==> src/sv/mrt_pkg.sv <==
// shared types and constants for the markdown run tokenizer
// token kinds, result records, character codes and position width
// no dependencies
package mrt_pkg;

	localparam int POS_BITS   = 32;
	localparam int OUT_BITS   = 32;
	localparam int FIFO_DEPTH = 4;
	localparam int PTR_BITS   = $clog2(FIFO_DEPTH);
	localparam int CNT_BITS   = $clog2(FIFO_DEPTH + 1);

	typedef logic [POS_BITS-1:0] pos_t;

	typedef enum logic [3:0] {
		KIND_HEADER = 4'd0,
		KIND_BREAK  = 4'd1,
		KIND_LIST   = 4'd2,
		KIND_SPACE  = 4'd3,
		KIND_EMPH   = 4'd4,
		KIND_POPEN  = 4'd5,
		KIND_PCLOSE = 4'd6,
		KIND_SOPEN  = 4'd7,
		KIND_SCLOSE = 4'd8,
		KIND_BANG   = 4'd9,
		KIND_BSLASH = 4'd10,
		KIND_NUM    = 4'd11,
		KIND_QUOTE  = 4'd12,
		KIND_TEXT   = 4'd13,
		KIND_NONE   = 4'd15
	} kind_t;

	typedef struct packed {
		kind_t               kind;
		logic [OUT_BITS-1:0] offset;
		logic [OUT_BITS-1:0] len;
		logic                last;
	} tok_t;

	// up to two tokens produced by one request
	typedef struct packed {
		logic [1:0] cnt;
		tok_t       tok0;
		tok_t       tok1;
	} res_pair_t;

	localparam logic [7:0] CH_TAB   = 8'h09;
	localparam logic [7:0] CH_LF    = 8'h0A;
	localparam logic [7:0] CH_SPACE = 8'h20;
	localparam logic [7:0] CH_BANG  = 8'h21;
	localparam logic [7:0] CH_HASH  = 8'h23;
	localparam logic [7:0] CH_LPAR  = 8'h28;
	localparam logic [7:0] CH_RPAR  = 8'h29;
	localparam logic [7:0] CH_STAR  = 8'h2A;
	localparam logic [7:0] CH_PLUS  = 8'h2B;
	localparam logic [7:0] CH_MINUS = 8'h2D;
	localparam logic [7:0] CH_DOT   = 8'h2E;
	localparam logic [7:0] CH_ZERO  = 8'h30;
	localparam logic [7:0] CH_NINE  = 8'h39;
	localparam logic [7:0] CH_GT    = 8'h3E;
	localparam logic [7:0] CH_LBRK  = 8'h5B;
	localparam logic [7:0] CH_RBRK  = 8'h5D;
	localparam logic [7:0] CH_UNDER = 8'h5F;

endpackage

==> src/sv/mrt_ifs.sv <==
// valid/ready channel interfaces for the markdown run tokenizer
// depends on mrt_pkg
interface mrt_in_if;
	logic       valid;
	logic       ready;
	logic [7:0] src_byte;
	logic       end_mark;

	modport source (output valid, output src_byte, output end_mark, input ready);
	modport sink (input valid, input src_byte, input end_mark, output ready);
endinterface

interface mrt_out_if;
	logic                         valid;
	logic                         ready;
	mrt_pkg::kind_t               tok_kind;
	logic [mrt_pkg::OUT_BITS-1:0] tok_offset;
	logic [mrt_pkg::OUT_BITS-1:0] tok_len;
	logic                         run_last;

	modport source (output valid, output tok_kind, output tok_offset, output tok_len,
		output run_last, input ready);
	modport sink (input valid, input tok_kind, input tok_offset, input tok_len,
		input run_last, output ready);
endinterface

==> src/sv/mrt_core.sv <==
// tokenizer state and per-byte classification
// holds the lookahead byte and the run/token state, produces up to two tokens per request
// depends on mrt_pkg
module mrt_core (
	input  logic               clk,
	input  logic               arst_n,
	input  logic               fire,
	input  logic [7:0]         src_byte,
	input  logic               end_mark,
	output mrt_pkg::res_pair_t res
);
	import mrt_pkg::*;

	typedef struct packed {
		kind_t prior;
		kind_t tokk;
		kind_t scank;
		kind_t brk;
		logic  mid;
		logic  first;
		pos_t  tbeg;
		pos_t  cnt;
		pos_t  pos;
	} st_t;

	typedef struct packed {
		kind_t kind;
		kind_t brk;
	} cls_t;

	typedef struct packed {
		st_t  st;
		logic emit;
		tok_t tok;
	} cons_t;

	localparam st_t ST_RST = '{
		prior: KIND_NONE, tokk: KIND_NONE, scank: KIND_NONE, brk: KIND_NONE,
		mid: 1'b0, first: 1'b1, tbeg: '0, cnt: '0, pos: '0
	};

	function automatic cls_t classify(logic [7:0] b, logic sq, kind_t prior, kind_t brk,
		logic first);
		cls_t r;
		logic head;
		head = (prior == KIND_BREAK);
		r.kind = KIND_TEXT;
		r.brk = brk;
		case (b)
			CH_LF: r.kind = KIND_BREAK;
			CH_HASH: if (head || first) r.kind = KIND_HEADER;
			CH_GT: if (head || first) r.kind = KIND_QUOTE;
			CH_MINUS, CH_PLUS: if (head) r.kind = KIND_LIST;
			CH_STAR, CH_UNDER: r.kind = KIND_EMPH;
			CH_LBRK: r.kind = KIND_SOPEN;
			CH_RBRK: begin
				r.kind = KIND_SCLOSE;
				r.brk = KIND_SCLOSE;
			end
			CH_LPAR: begin
				if (prior == KIND_SCLOSE) begin
					r.kind = KIND_POPEN;
					r.brk = KIND_POPEN;
				end
			end
			CH_RPAR: if (brk == KIND_POPEN) r.kind = KIND_PCLOSE;
			CH_BANG: if (sq) r.kind = KIND_BANG;
			CH_SPACE: if (prior != KIND_TEXT) r.kind = KIND_SPACE;
			default: begin
				if ((b inside {[CH_ZERO:CH_NINE]} || b == CH_DOT) && head)
					r.kind = KIND_NUM;
			end
		endcase
		return r;
	endfunction

	function automatic cons_t consume(st_t s, logic [7:0] b, logic sq);
		cons_t r;
		cls_t  c1;
		cls_t  c2;
		kind_t p2;
		kind_t b2;
		logic  m2;
		kind_t tk;
		pos_t  bg;
		pos_t  cn;
		r.st = s;
		r.emit = 1'b0;
		r.tok = '{kind: s.tokk, offset: OUT_BITS'(s.tbeg), len: OUT_BITS'(s.cnt), last: 1'b1};
		c1 = classify(b, sq, s.prior, s.brk, s.first);
		p2 = s.prior;
		b2 = s.brk;
		m2 = s.mid;
		tk = s.tokk;
		bg = s.tbeg;
		cn = s.cnt;
		r.st.pos = s.pos + pos_t'(1);
		r.st.first = 1'b0;
		if (s.mid && s.scank != KIND_NONE && c1.kind == s.scank) begin
			// same kind extends the current run
			r.st.brk = c1.brk;
			r.st.cnt = s.cnt + pos_t'(1);
		end else begin
			if (s.mid && s.scank != KIND_NONE) begin
				// run ends: bracket state follows the finished run
				if (s.scank == KIND_POPEN || s.scank == KIND_SOPEN)
					b2 = s.scank;
				else if (s.scank == KIND_PCLOSE || s.scank == KIND_SCLOSE)
					b2 = KIND_NONE;
				else
					b2 = c1.brk;
				p2 = s.scank;
				m2 = 1'b0;
			end
			if (!m2 && b == CH_TAB) begin
				r.st.brk = b2;
				r.st.prior = p2;
				r.st.mid = 1'b1;
				r.st.scank = KIND_NONE;
			end else begin
				c2 = classify(b, sq, p2, b2, s.first);
				if (c2.kind != tk && tk != KIND_NONE) begin
					r.emit = 1'b1;
					p2 = tk;
					tk = KIND_NONE;
				end
				if (tk == KIND_NONE) begin
					tk = c2.kind;
					bg = s.pos;
					cn = '0;
				end
				r.st.brk = c2.brk;
				r.st.prior = p2;
				r.st.tokk = tk;
				r.st.tbeg = bg;
				r.st.cnt = cn + pos_t'(1);
				r.st.mid = 1'b1;
				r.st.scank = c2.kind;
			end
		end
		return r;
	endfunction

	st_t        st_q;
	st_t        st_n;
	st_t        st_mid;
	logic [7:0] held_q;
	logic       hv_q;
	cons_t      c_in;
	tok_t       fin_tok;
	logic       e0;
	logic       e1;

	always_comb begin
		c_in = consume(st_q, held_q, !end_mark && src_byte == CH_LBRK);
		st_mid = hv_q ? c_in.st : st_q;
		e0 = hv_q && c_in.emit;
		e1 = (st_mid.tokk != KIND_NONE);
		fin_tok = '{kind: st_mid.tokk, offset: OUT_BITS'(st_mid.tbeg),
			len: OUT_BITS'(st_mid.cnt), last: 1'b1};
		if (!end_mark) begin
			st_n = st_mid;
			res.cnt = {1'b0, e0};
			res.tok0 = c_in.tok;
			res.tok1 = c_in.tok;
		end else begin
			// end of source: flush and return to the reset state
			st_n = ST_RST;
			res.cnt = 2'(e0) + 2'(e1);
			res.tok0 = e0 ? c_in.tok : fin_tok;
			res.tok0.last = !(e0 && e1);
			res.tok1 = fin_tok;
		end
	end

	always_ff @(posedge clk or negedge arst_n) begin
		if (!arst_n) begin
			st_q <= ST_RST;
			held_q <= '0;
			hv_q <= 1'b0;
		end else if (fire) begin
			st_q <= st_n;
			held_q <= end_mark ? 8'h00 : src_byte;
			hv_q <= !end_mark;
		end
	end

endmodule

==> src/sv/mrt_res_fifo.sv <==
// small result queue taking up to two tokens per cycle, draining one per cycle while res_ch is ready
// depends on mrt_pkg and mrt_out_if
module mrt_res_fifo (
	input  logic               clk,
	input  logic               arst_n,
	input  mrt_pkg::res_pair_t push,
	output logic               room,
	mrt_out_if.source          res_ch
);
	import mrt_pkg::*;

	tok_t                mem [FIFO_DEPTH];
	logic [PTR_BITS-1:0] wp_q;
	logic [PTR_BITS-1:0] rp_q;
	logic [CNT_BITS-1:0] cnt_q;
	logic                pop;

	assign room = (cnt_q <= CNT_BITS'(FIFO_DEPTH - 2));
	assign pop = res_ch.valid && res_ch.ready;

	assign res_ch.valid = (cnt_q != '0);
	assign res_ch.tok_kind = mem[rp_q].kind;
	assign res_ch.tok_offset = mem[rp_q].offset;
	assign res_ch.tok_len = mem[rp_q].len;
	assign res_ch.run_last = mem[rp_q].last;

	always_ff @(posedge clk) begin
		if (push.cnt != 2'd0)
			mem[wp_q] <= push.tok0;
		if (push.cnt == 2'd2)
			mem[wp_q + PTR_BITS'(1)] <= push.tok1;
	end

	always_ff @(posedge clk or negedge arst_n) begin
		if (!arst_n) begin
			wp_q <= '0;
			rp_q <= '0;
			cnt_q <= '0;
		end else begin
			wp_q <= wp_q + PTR_BITS'(push.cnt);
			if (pop)
				rp_q <= rp_q + PTR_BITS'(1);
			cnt_q <= cnt_q + CNT_BITS'(push.cnt) - CNT_BITS'(pop);
		end
	end

endmodule

==> src/sv/markdown_run_tokenizer.sv <==
// markdown run tokenizer top level: input stage, tokenizer core, result queue
// depends on mrt_pkg, mrt_ifs, mrt_core, mrt_res_fifo
//
// channel   dir  payload                                   request taken when
// src_ch    in   src_byte[8], end_mark[1]                  valid && ready
// res_ch    out  tok_kind[4], tok_offset[32], tok_len[32], valid && ready
//                run_last[1]
//
// a request is registered; when it fires, the held byte is classified with the new byte
// as lookahead, merged into the token state, and its tokens go to the result queue. one
// request per cycle is taken while the queue has room and each yields at most one token;
// an end request yielding two tokens drains them one at a time through the single read
// port of the four-entry result queue. reset clears control and token state at once, no
// clearing pass. a stalled res_ch backs up into the queue and then drops src_ch.ready.
module markdown_run_tokenizer (
	input logic clk,
	input logic arst_n,
	mrt_in_if.sink    src_ch,
	mrt_out_if.source res_ch
);
	import mrt_pkg::*;

	logic       vld_s1;
	logic [7:0] byte_s1;
	logic       end_s1;
	logic       room;
	logic       fire;
	res_pair_t  pair;
	res_pair_t  push;

	assign fire = vld_s1 && room;
	assign src_ch.ready = !vld_s1 || room;

	always_ff @(posedge clk or negedge arst_n) begin
		if (!arst_n) begin
			vld_s1 <= 1'b0;
		end else if (src_ch.valid && src_ch.ready) begin
			vld_s1 <= 1'b1;
		end else if (fire) begin
			vld_s1 <= 1'b0;
		end
	end

	always_ff @(posedge clk) begin
		if (src_ch.valid && src_ch.ready) begin
			byte_s1 <= src_ch.src_byte;
			end_s1 <= src_ch.end_mark;
		end
	end

	mrt_core u_core (
		.clk      (clk),
		.arst_n   (arst_n),
		.fire     (fire),
		.src_byte (byte_s1),
		.end_mark (end_s1),
		.res      (pair)
	);

	always_comb begin
		push = pair;
		if (!fire)
			push.cnt = 2'd0;
	end

	mrt_res_fifo u_fifo (
		.clk    (clk),
		.arst_n (arst_n),
		.push   (push),
		.room   (room),
		.res_ch (res_ch)
	);

endmodule

==> src/flat_wrapper.sv <==
// flat-port wrapper written by rule: the top's interface ports become plain ports
module markdown_run_tokenizer_flat import mrt_pkg::*;
  (clk, arst_n, src_ch_valid, src_ch_src_byte, src_ch_end_mark, src_ch_ready, res_ch_valid, res_ch_tok_kind, res_ch_tok_offset, res_ch_tok_len, res_ch_run_last, res_ch_ready);
  mrt_in_if src_ch_i ();
  mrt_out_if res_ch_i ();
  input logic clk;
  input logic arst_n;
  input wire logic [$bits(src_ch_i.valid)-1:0] src_ch_valid;
  input wire logic [$bits(src_ch_i.src_byte)-1:0] src_ch_src_byte;
  input wire logic [$bits(src_ch_i.end_mark)-1:0] src_ch_end_mark;
  output wire logic [$bits(src_ch_i.ready)-1:0] src_ch_ready;
  output wire logic [$bits(res_ch_i.valid)-1:0] res_ch_valid;
  output wire logic [$bits(res_ch_i.tok_kind)-1:0] res_ch_tok_kind;
  output wire logic [$bits(res_ch_i.tok_offset)-1:0] res_ch_tok_offset;
  output wire logic [$bits(res_ch_i.tok_len)-1:0] res_ch_tok_len;
  output wire logic [$bits(res_ch_i.run_last)-1:0] res_ch_run_last;
  input wire logic [$bits(res_ch_i.ready)-1:0] res_ch_ready;
  assign src_ch_i.valid = src_ch_valid;
  assign src_ch_i.src_byte = src_ch_src_byte;
  assign src_ch_i.end_mark = src_ch_end_mark;
  assign src_ch_ready = src_ch_i.ready;
  assign res_ch_valid = res_ch_i.valid;
  assign res_ch_tok_kind = res_ch_i.tok_kind;
  assign res_ch_tok_offset = res_ch_i.tok_offset;
  assign res_ch_tok_len = res_ch_i.tok_len;
  assign res_ch_run_last = res_ch_i.run_last;
  assign res_ch_i.ready = res_ch_ready;
  markdown_run_tokenizer u_core (.clk(clk), .arst_n(arst_n), .src_ch(src_ch_i), .res_ch(res_ch_i));
endmodule
==> config.mk <==
export PLATFORM = sky130hd
export DESIGN_NAME = markdown_run_tokenizer_flat
export DESIGN_NICKNAME = d
export VERILOG_FILES = /design/src/sv/mrt_pkg.sv /design/src/sv/mrt_ifs.sv /design/src/sv/mrt_core.sv /design/src/sv/mrt_res_fifo.sv /design/src/sv/markdown_run_tokenizer.sv /design/src/flat_wrapper.sv
export SDC_FILE = /design/constraint.sdc
export NUM_CORES = 1
export LEC_CHECK = 0
export ABC_AREA = 1
export BUFFER_PORTS_ARGS = -buffer_cell sky130_fd_sc_hd__buf_2
export CORE_UTILIZATION = 30
export CTS_BUF_LIST = sky130_fd_sc_hd__clkbuf_4
export DETAILED_ROUTE_END_ITERATION = 12
export GPL_TIMING_DRIVEN = 1
export MAX_ROUTING_LAYER = met4
export SYNTH_ARGS = -nofsm -noshare
export SYNTH_HDL_FRONTEND = slang
export SYNTH_SLANG_ARGS = --single-unit
==> constraint.sdc <==
create_clock -name clk -period 9.3 [get_ports clk]
set_clock_uncertainty 0.15 [all_clocks]
set_input_delay 0 -clock clk [delete_from_list [all_inputs] [get_ports clk]]
set_output_delay 0 -clock clk [all_outputs]
set_load 0.02 [all_outputs]
# ---- Word level (Yosys, flattened, before mapping)
# Memory sizes are Yosys's and may differ from the RTL's.
# Index checks and enable logic that the tools add are counted.
dict set report word_totals {
  inputBits 13
  regBits 140
  ramBits 276
  mem_count 1
  output_inout_bits 71
}
# name depth width rd rd_clocked_by_memory_dff write_ports line_no
set memory_table {}
lappend memory_table {u_core.u_fifo.mem 4 69 1 0 2 mrt_res_fifo.sv:12} ;# tok_t mem [FIFO_DEPTH];
dict set report op_classes {
  n_mux 62
  order_cmp 3
  reduce_logical 31
  n_eq_ne 36
  addsub 9
}
# operator count
set op_table {}
lappend op_table {{$mux W114} 2}
lappend op_table {{$mux W32} 6}
lappend op_table {{$mux W140} 1}
lappend op_table {{$add A32 B1 Y32 const B} 3}
lappend op_table {{$mux W4} 24}
lappend op_table {{$pmux W4 S11} 2}
lappend op_table {{$eq A8 B6 Y1 const B} 10}
lappend op_table {{$mux W69} 1}
lappend op_table {{$mux W64} 1}
lappend op_table {{$eq A8 B7 Y1 const B} 4}
lappend op_table {{$mux W8} 3}
lappend op_table {{$eq A4 B3 Y1 const B} 5}
lappend op_table {{$ne A4 B4 Y1 const B} 5}
lappend op_table {{$eq A4 B4 Y1 const B} 4}
lappend op_table {{$eq A8 B4 Y1 const B} 2}
lappend op_table {{$pmux W4 S2} 2}
lappend op_table {{$mux W1} 14}
lappend op_table {{$logic_and A1 B1 Y1} 13}
lappend op_table {{$mux W12} 1}
lappend op_table {{$mux W3} 3}
lappend op_table {{$mux W9} 1}
lappend op_table {{$eq A4 B1 Y1 const B} 2}
lappend op_table {{$ge A8 B6 Y1 const B} 1}
lappend op_table {{$le A8 B6 Y1 const B} 1}
lappend op_table {{18 further kinds} 30}

# ---- Depth between registers and ports, before layout
dict set report depth {
  depth_word 36
  mapped_depth 36
  ltp_nobuf 36
}

# ---- By module
# From an unflattened synthesis, not the netlist that was laid out.
dict set report hier_totals {
  cells_unflattened 3540
  hier_area_um2 25728.4
}
# module area_per_inst_um2 cells_per_inst instances seq_area_each_um2
set modules_own_cells {}
lappend modules_own_cells {mrt_res_fifo 15089.5 1852 1 8463.1}
lappend modules_own_cells {mrt_core 10298.6 1667 1 3099.2}
lappend modules_own_cells {markdown_run_tokenizer 340.3 21 1 295.3}

# ---- Worst setup path before layout
# OpenSTA, ideal clock, no wires.
dict set report synth_timing {
  path_type {register to register}
  startpoint {register u_core.u_core.st_q[104] (netlist bit)}
  endpoint {memory u_core.u_fifo.mem[0][10] (netlist bit) (enable)}
  setup_slack_ns 3.156
  setup_time_ns 0.428
  t_arrival_ns 5.566
  required_time_ns 8.722
  n_path_buf 3
  path_stages_with_launch 29
  path_cell_list {dfstp_2 nand2_2 o21ai_4 nand2_1 nand2_1 nand4_1 nand2_1 nand2_1 nor3_2 nand2_1 nand2_1 nand2_2 nor2_4 nand2_8 nand2_4 nor2_4 buf_6 buf_6 nand3_1 o21ai_1 nor3_1 nand2_1 ha_1 inv_1 nand4_1 nor2_1 clkinv_1 clkbuf_1 nand2_1}
}
# item line_no
set synth_rtl {}
lappend synth_rtl {{from (decl)} mrt_core.sv:144} ;# st_t st_q;
lappend synth_rtl {{from (signal assigned)} mrt_core.sv:182} ;# st_q <= st_n;
lappend synth_rtl {{to (decl)} mrt_res_fifo.sv:12}

==> impl_metrics.prom <==
# TYPE chip_impl_metric gauge
chip_impl_info{name="outcome",value="finished clean"} 1
chip_impl_metric{name="number_of_placed_instances_taps_included",unit=""} 3999
chip_impl_metric{name="grt_max_degree",unit=""} 88
chip_impl_info{name="layout_common_cells",value="762 x nand2_1, 333 x nor2_1, 282 x o21ai_0, 281 x edfxtp_1, 231 x o22ai_1"} 1
chip_impl_metric{name="final_max_slew_viol_count",unit=""} 0
chip_impl_metric{name="detail_route.vias_per_cell",unit=""} 5.25
chip_impl_metric{name="design.portCount",unit=""} 84
chip_impl_metric{name="timing.critical_path.buf_inv",unit=""} 6
chip_impl_metric{name="first_pass_grt_wire_length",unit="µm"} 120000
chip_impl_metric{name="report.power.total",unit="mW"} 8.41
chip_impl_metric{name="fin_hold_ws",unit="ns"} 0.128
chip_impl_info{name="synthFlopType",value="edfxtp_1"} 1
chip_impl_metric{name="timing.setup.tns",unit="ns"} 0
chip_impl_metric{name="timing.max_cap.violations",unit=""} 0
chip_impl_info{name="critical-path-top-delay-family",value="simple AND/OR/NAND/NOR gates"} 1
chip_impl_metric{name="remaining_drc_errors",unit=""} 0
chip_impl_metric{name="postSynthNetCount",unit=""} 3021
chip_impl_metric{name="maxClockFrequency",unit="GHz"} 0.149
chip_impl_metric{name="cts_hold_repair.buffers",unit=""} 26
chip_impl_metric{name="tritoncts.num_buffers",unit=""} 111
chip_impl_metric{name="via_count",unit=""} 22249
chip_impl_info{name="crit_type",value="register to register"} 1
chip_impl_metric{name="design.final.nets",unit=""} 3108
chip_impl_metric{name="clk_path_buf_depth",unit=""} 3
chip_impl_metric{name="synthesis.area_per_instance",unit="µm²"} 8.02
chip_impl_metric{name="fp-row-count",unit=""} 103
chip_impl_metric{name="post_cts.resized_instances",unit=""} 0
chip_impl_metric{name="placeableCoreArea",unit="mm²"} 0.0793
chip_impl_metric{name="synth-seq-area-share",unit="%"} 49.1
chip_impl_info{name="cts-root-buf",value="clkbuf_4"} 1
chip_impl_metric{name="ctsHtreeMaxLevel",unit=""} 3
chip_impl_metric{name="crit_fanout",unit=""} 45
chip_impl_metric{name="clock_insertion_delay_worst_skew",unit="ns"} 0.93
chip_impl_metric{name="max-slew-margin-rel",unit="%"} 20.4
chip_impl_metric{name="pwr_density_cell",unit="mW/mm²"} 309
chip_impl_metric{name="report.final.hold_viol_count",unit=""} 0
chip_impl_metric{name="final.period_utilization",unit="%"} 71.9
chip_impl_metric{name="stdcell_count",unit=""} 4236
chip_impl_metric{name="die_y",unit="µm"} 285
chip_impl_info{name="critical-path-top-cell-by-count",value="nand2_1"} 1
chip_impl_metric{name="synth.lib_cells_used.distinct",unit=""} 59
chip_impl_metric{name="die_area",unit="mm²"} 0.0814
chip_impl_metric{name="post-route-min-period",unit="ns"} 6.69
chip_impl_metric{name="leakagePower",unit="nW"} 10.6
chip_impl_metric{name="critPathMaxStageDelay",unit="ns"} 0.98
chip_impl_metric{name="port_buffers",unit=""} 83
chip_impl_metric{name="grt-ovfl-total",unit=""} 0
chip_impl_metric{name="initial_core_util",unit="%"} 30.4
chip_impl_metric{name="synth_area",unit="mm²"} 0.0241
chip_impl_metric{name="required",unit="ns"} 9.77
chip_impl_metric{name="place_hpwl",unit="µm"} 46900
chip_impl_info{name="layout.cells.most_common",value="nand2_1"} 1
chip_impl_metric{name="postCtsSetupRepairBufs",unit=""} 0
chip_impl_info{name="tritoncts",value="built"} 1
chip_impl_metric{name="vdd.ir_drop.worst",unit="mV"} 0.232
chip_impl_info{name="startpoint_type",value="register"} 1
chip_impl_metric{name="fillerInstances",unit=""} 8341
chip_impl_info{name="timing.critical_path.slowest_stage_cell",value="clkinv_1"} 1
chip_impl_metric{name="avgRoutedWirePerCell",unit="µm"} 18.2
chip_impl_metric{name="vias_in_the_first_global_route",unit=""} 21220
chip_impl_metric{name="setup_viols_final",unit=""} 0
chip_impl_info{name="unrepaired_setup_endpoints_after_global_routing",value="no"} 1
chip_impl_metric{name="gate_count_of_the_mapped_netlist",unit=""} 3001
chip_impl_metric{name="grt_antenna_before_repair",unit=""} 2
chip_impl_metric{name="grt_usage",unit="%"} 19.2
chip_impl_metric{name="drive_above_1_share",unit="%"} 14.0
chip_impl_metric{name="die_w",unit="µm"} 285
chip_impl_metric{name="worstPathArrival",unit="ns"} 7.16
chip_impl_metric{name="routability_driven_placement_congestion_ratio",unit=""} 0.910
chip_impl_metric{name="firstDrtPassIters",unit=""} 6
chip_impl_metric{name="timing_worst_slew_pin_value",unit="ns"} 1.19
chip_impl_metric{name="worst_setup_hold_path_clk_slew",unit="ns"} 0.07
chip_impl_metric{name="area_growth",unit="%"} 12.8
chip_impl_info{name="crit_path_end_kind",value="register"} 1
chip_impl_metric{name="clock_sinks",unit=""} 416
chip_impl_metric{name="synth_enable_flop_cells",unit=""} 281
chip_impl_metric{name="ys_ff_latch",unit=""} 416
chip_impl_metric{name="asyncSetResetFlopFracSynth",unit="%"} 31.5
chip_impl_info{name="timing.hold.worst.class",value="input pin to asynchronous set/reset pin"} 1
chip_impl_metric{name="totalWireLength",unit="µm"} 77200
chip_impl_metric{name="antenna_violating_nets_post_route",unit=""} 0
chip_impl_metric{name="first_iter_violations",unit=""} 2036
chip_impl_metric{name="yosysWarnings",unit=""} 0
sequential cells by signal (all words and copies together) (netlist names):
signal and flops:
u_core.byte_s1 8, u_core.end_s1 1, u_core.u_core.c_in 68, u_core.u_core.held_q 8
u_core.u_core.hv_q 1, u_core.u_core.st_q 46, u_core.u_fifo.cnt_q 3, u_core.u_fifo.mem 276
u_core.u_fifo.rp_q 2, u_core.u_fifo.wp_q 2, u_core.vld_s1 1
per-layer routing:
metal / wire, µm / vias to the layer above / global-route usage (%)
li1: - / 10616 / -
met1: 33800 / 10587 / 25.1
met2: 35800 / 905 / 30.3
met3: 5780 / 141 / 2.86
met4: 1780 / 0 / 6.32
met5: 0 / - / -
worst paths after layout:
kind,from,to,slack (ns),depth (start not counted)
max reg2reg,u_core.u_core.held_q[5],u_core.u_fifo.mem[3][9],2.61,28
max in group asynchronous,arst_n,u_core.u_core.held_q[4],7.95,4
min reg2reg,u_core.u_fifo.mem[1][0],u_core.u_fifo.mem[1][0],0.32,2
min in group clk,src_ch_src_byte[6],u_core.byte_s1[6],0.23,3
min,arst_n,u_core.u_core.c_in[47],0.13,4
max,u_core.u_core.held_q[5],u_core.u_fifo.mem[3][9],2.61,28
cell usage after synthesis (9+ instances only):
cell,number,area (µm²)
a21oi_2,36,315
o21ai_2,22,193
nand4_1,26,163
xor2_1,18,158
nor3_1,40,200
clkinv_1,14,52.6
nor2_1,336,1260
buf_1,13,48.8
nor4_1,12,75.1
inv_1,224,841
buf_2,33,165
nand2_1,766,2880
edfxtp_1,281,8440
o22ai_1,231,1450
clkbuf_1,98,368
nor2_2,9,56.3
dfstp_2,17,447
nand2_2,12,75.1
nand3_1,152,761
o211ai_1,21,158
dfrtp_1,114,2850
buf_4,17,128
a21oi_1,54,270
o21ai_0,282,1410
o21ai_1,72,360
final cells by class:
cell class	instances	area [µm²]	share of cell area, %
well taps	1050	1310	4.84
repair buffers	143	955	3.51
clock inverters	31	225	0.829
flip-flops and latches	416	11800	43.5
multi-input cells	2170	10600	39.0
diodes	3	7.51	0.0276
clock buffers	177	1330	4.89
inverters	246	926	3.41
worst min-delay path, delay by kind of cell:
| kind | cells | cell delay (ns) |
|---|---|---|
| buf+inv | 4 | 1.62 |
power breakdown:
group          switching (mW)  internal, mW  total (mW)
logic                    3.01         0.940        3.95
registers               0.249          2.44        2.68
clock network           0.822         0.949        1.77
metrics by stage:
| step | worst slack, ns | area [µm²] | utilization [%] |
|---|---|---|---|
| 5_1_grt | 2.25 | 27200 | 34.3 |
| 3_5_place_dp | 2.77 | 25300 | 32.0 |
| 2_1_floorplan | 3.16 | 24100 | - |
| 6_report | 2.61 | 27200 | 34.3 |
| 3_3_place_gp | 2.93 | 25300 | 32.0 |
| 4_1_cts | 2.73 | 27200 | 34.3 |
kinds of logic (layout without fill, tap and decap cells):
family                     count (synthesis)  in the layout  synth area share [%]
other                                      0              3                     0
adders and majority gates                  7              7                 0.395
muxes                                      2              2                0.0831
xor gates and xnor gates                  21             21                 0.764
and+or+nand+nor                         1383           1383                  23.9
DFF                                      416            416                  49.1
buffers and inverters                    415            597                  7.16
AOI/OAI and AO/OA                        757            757                  18.6
Note: power is estimated with default switching activity, not from simulation.
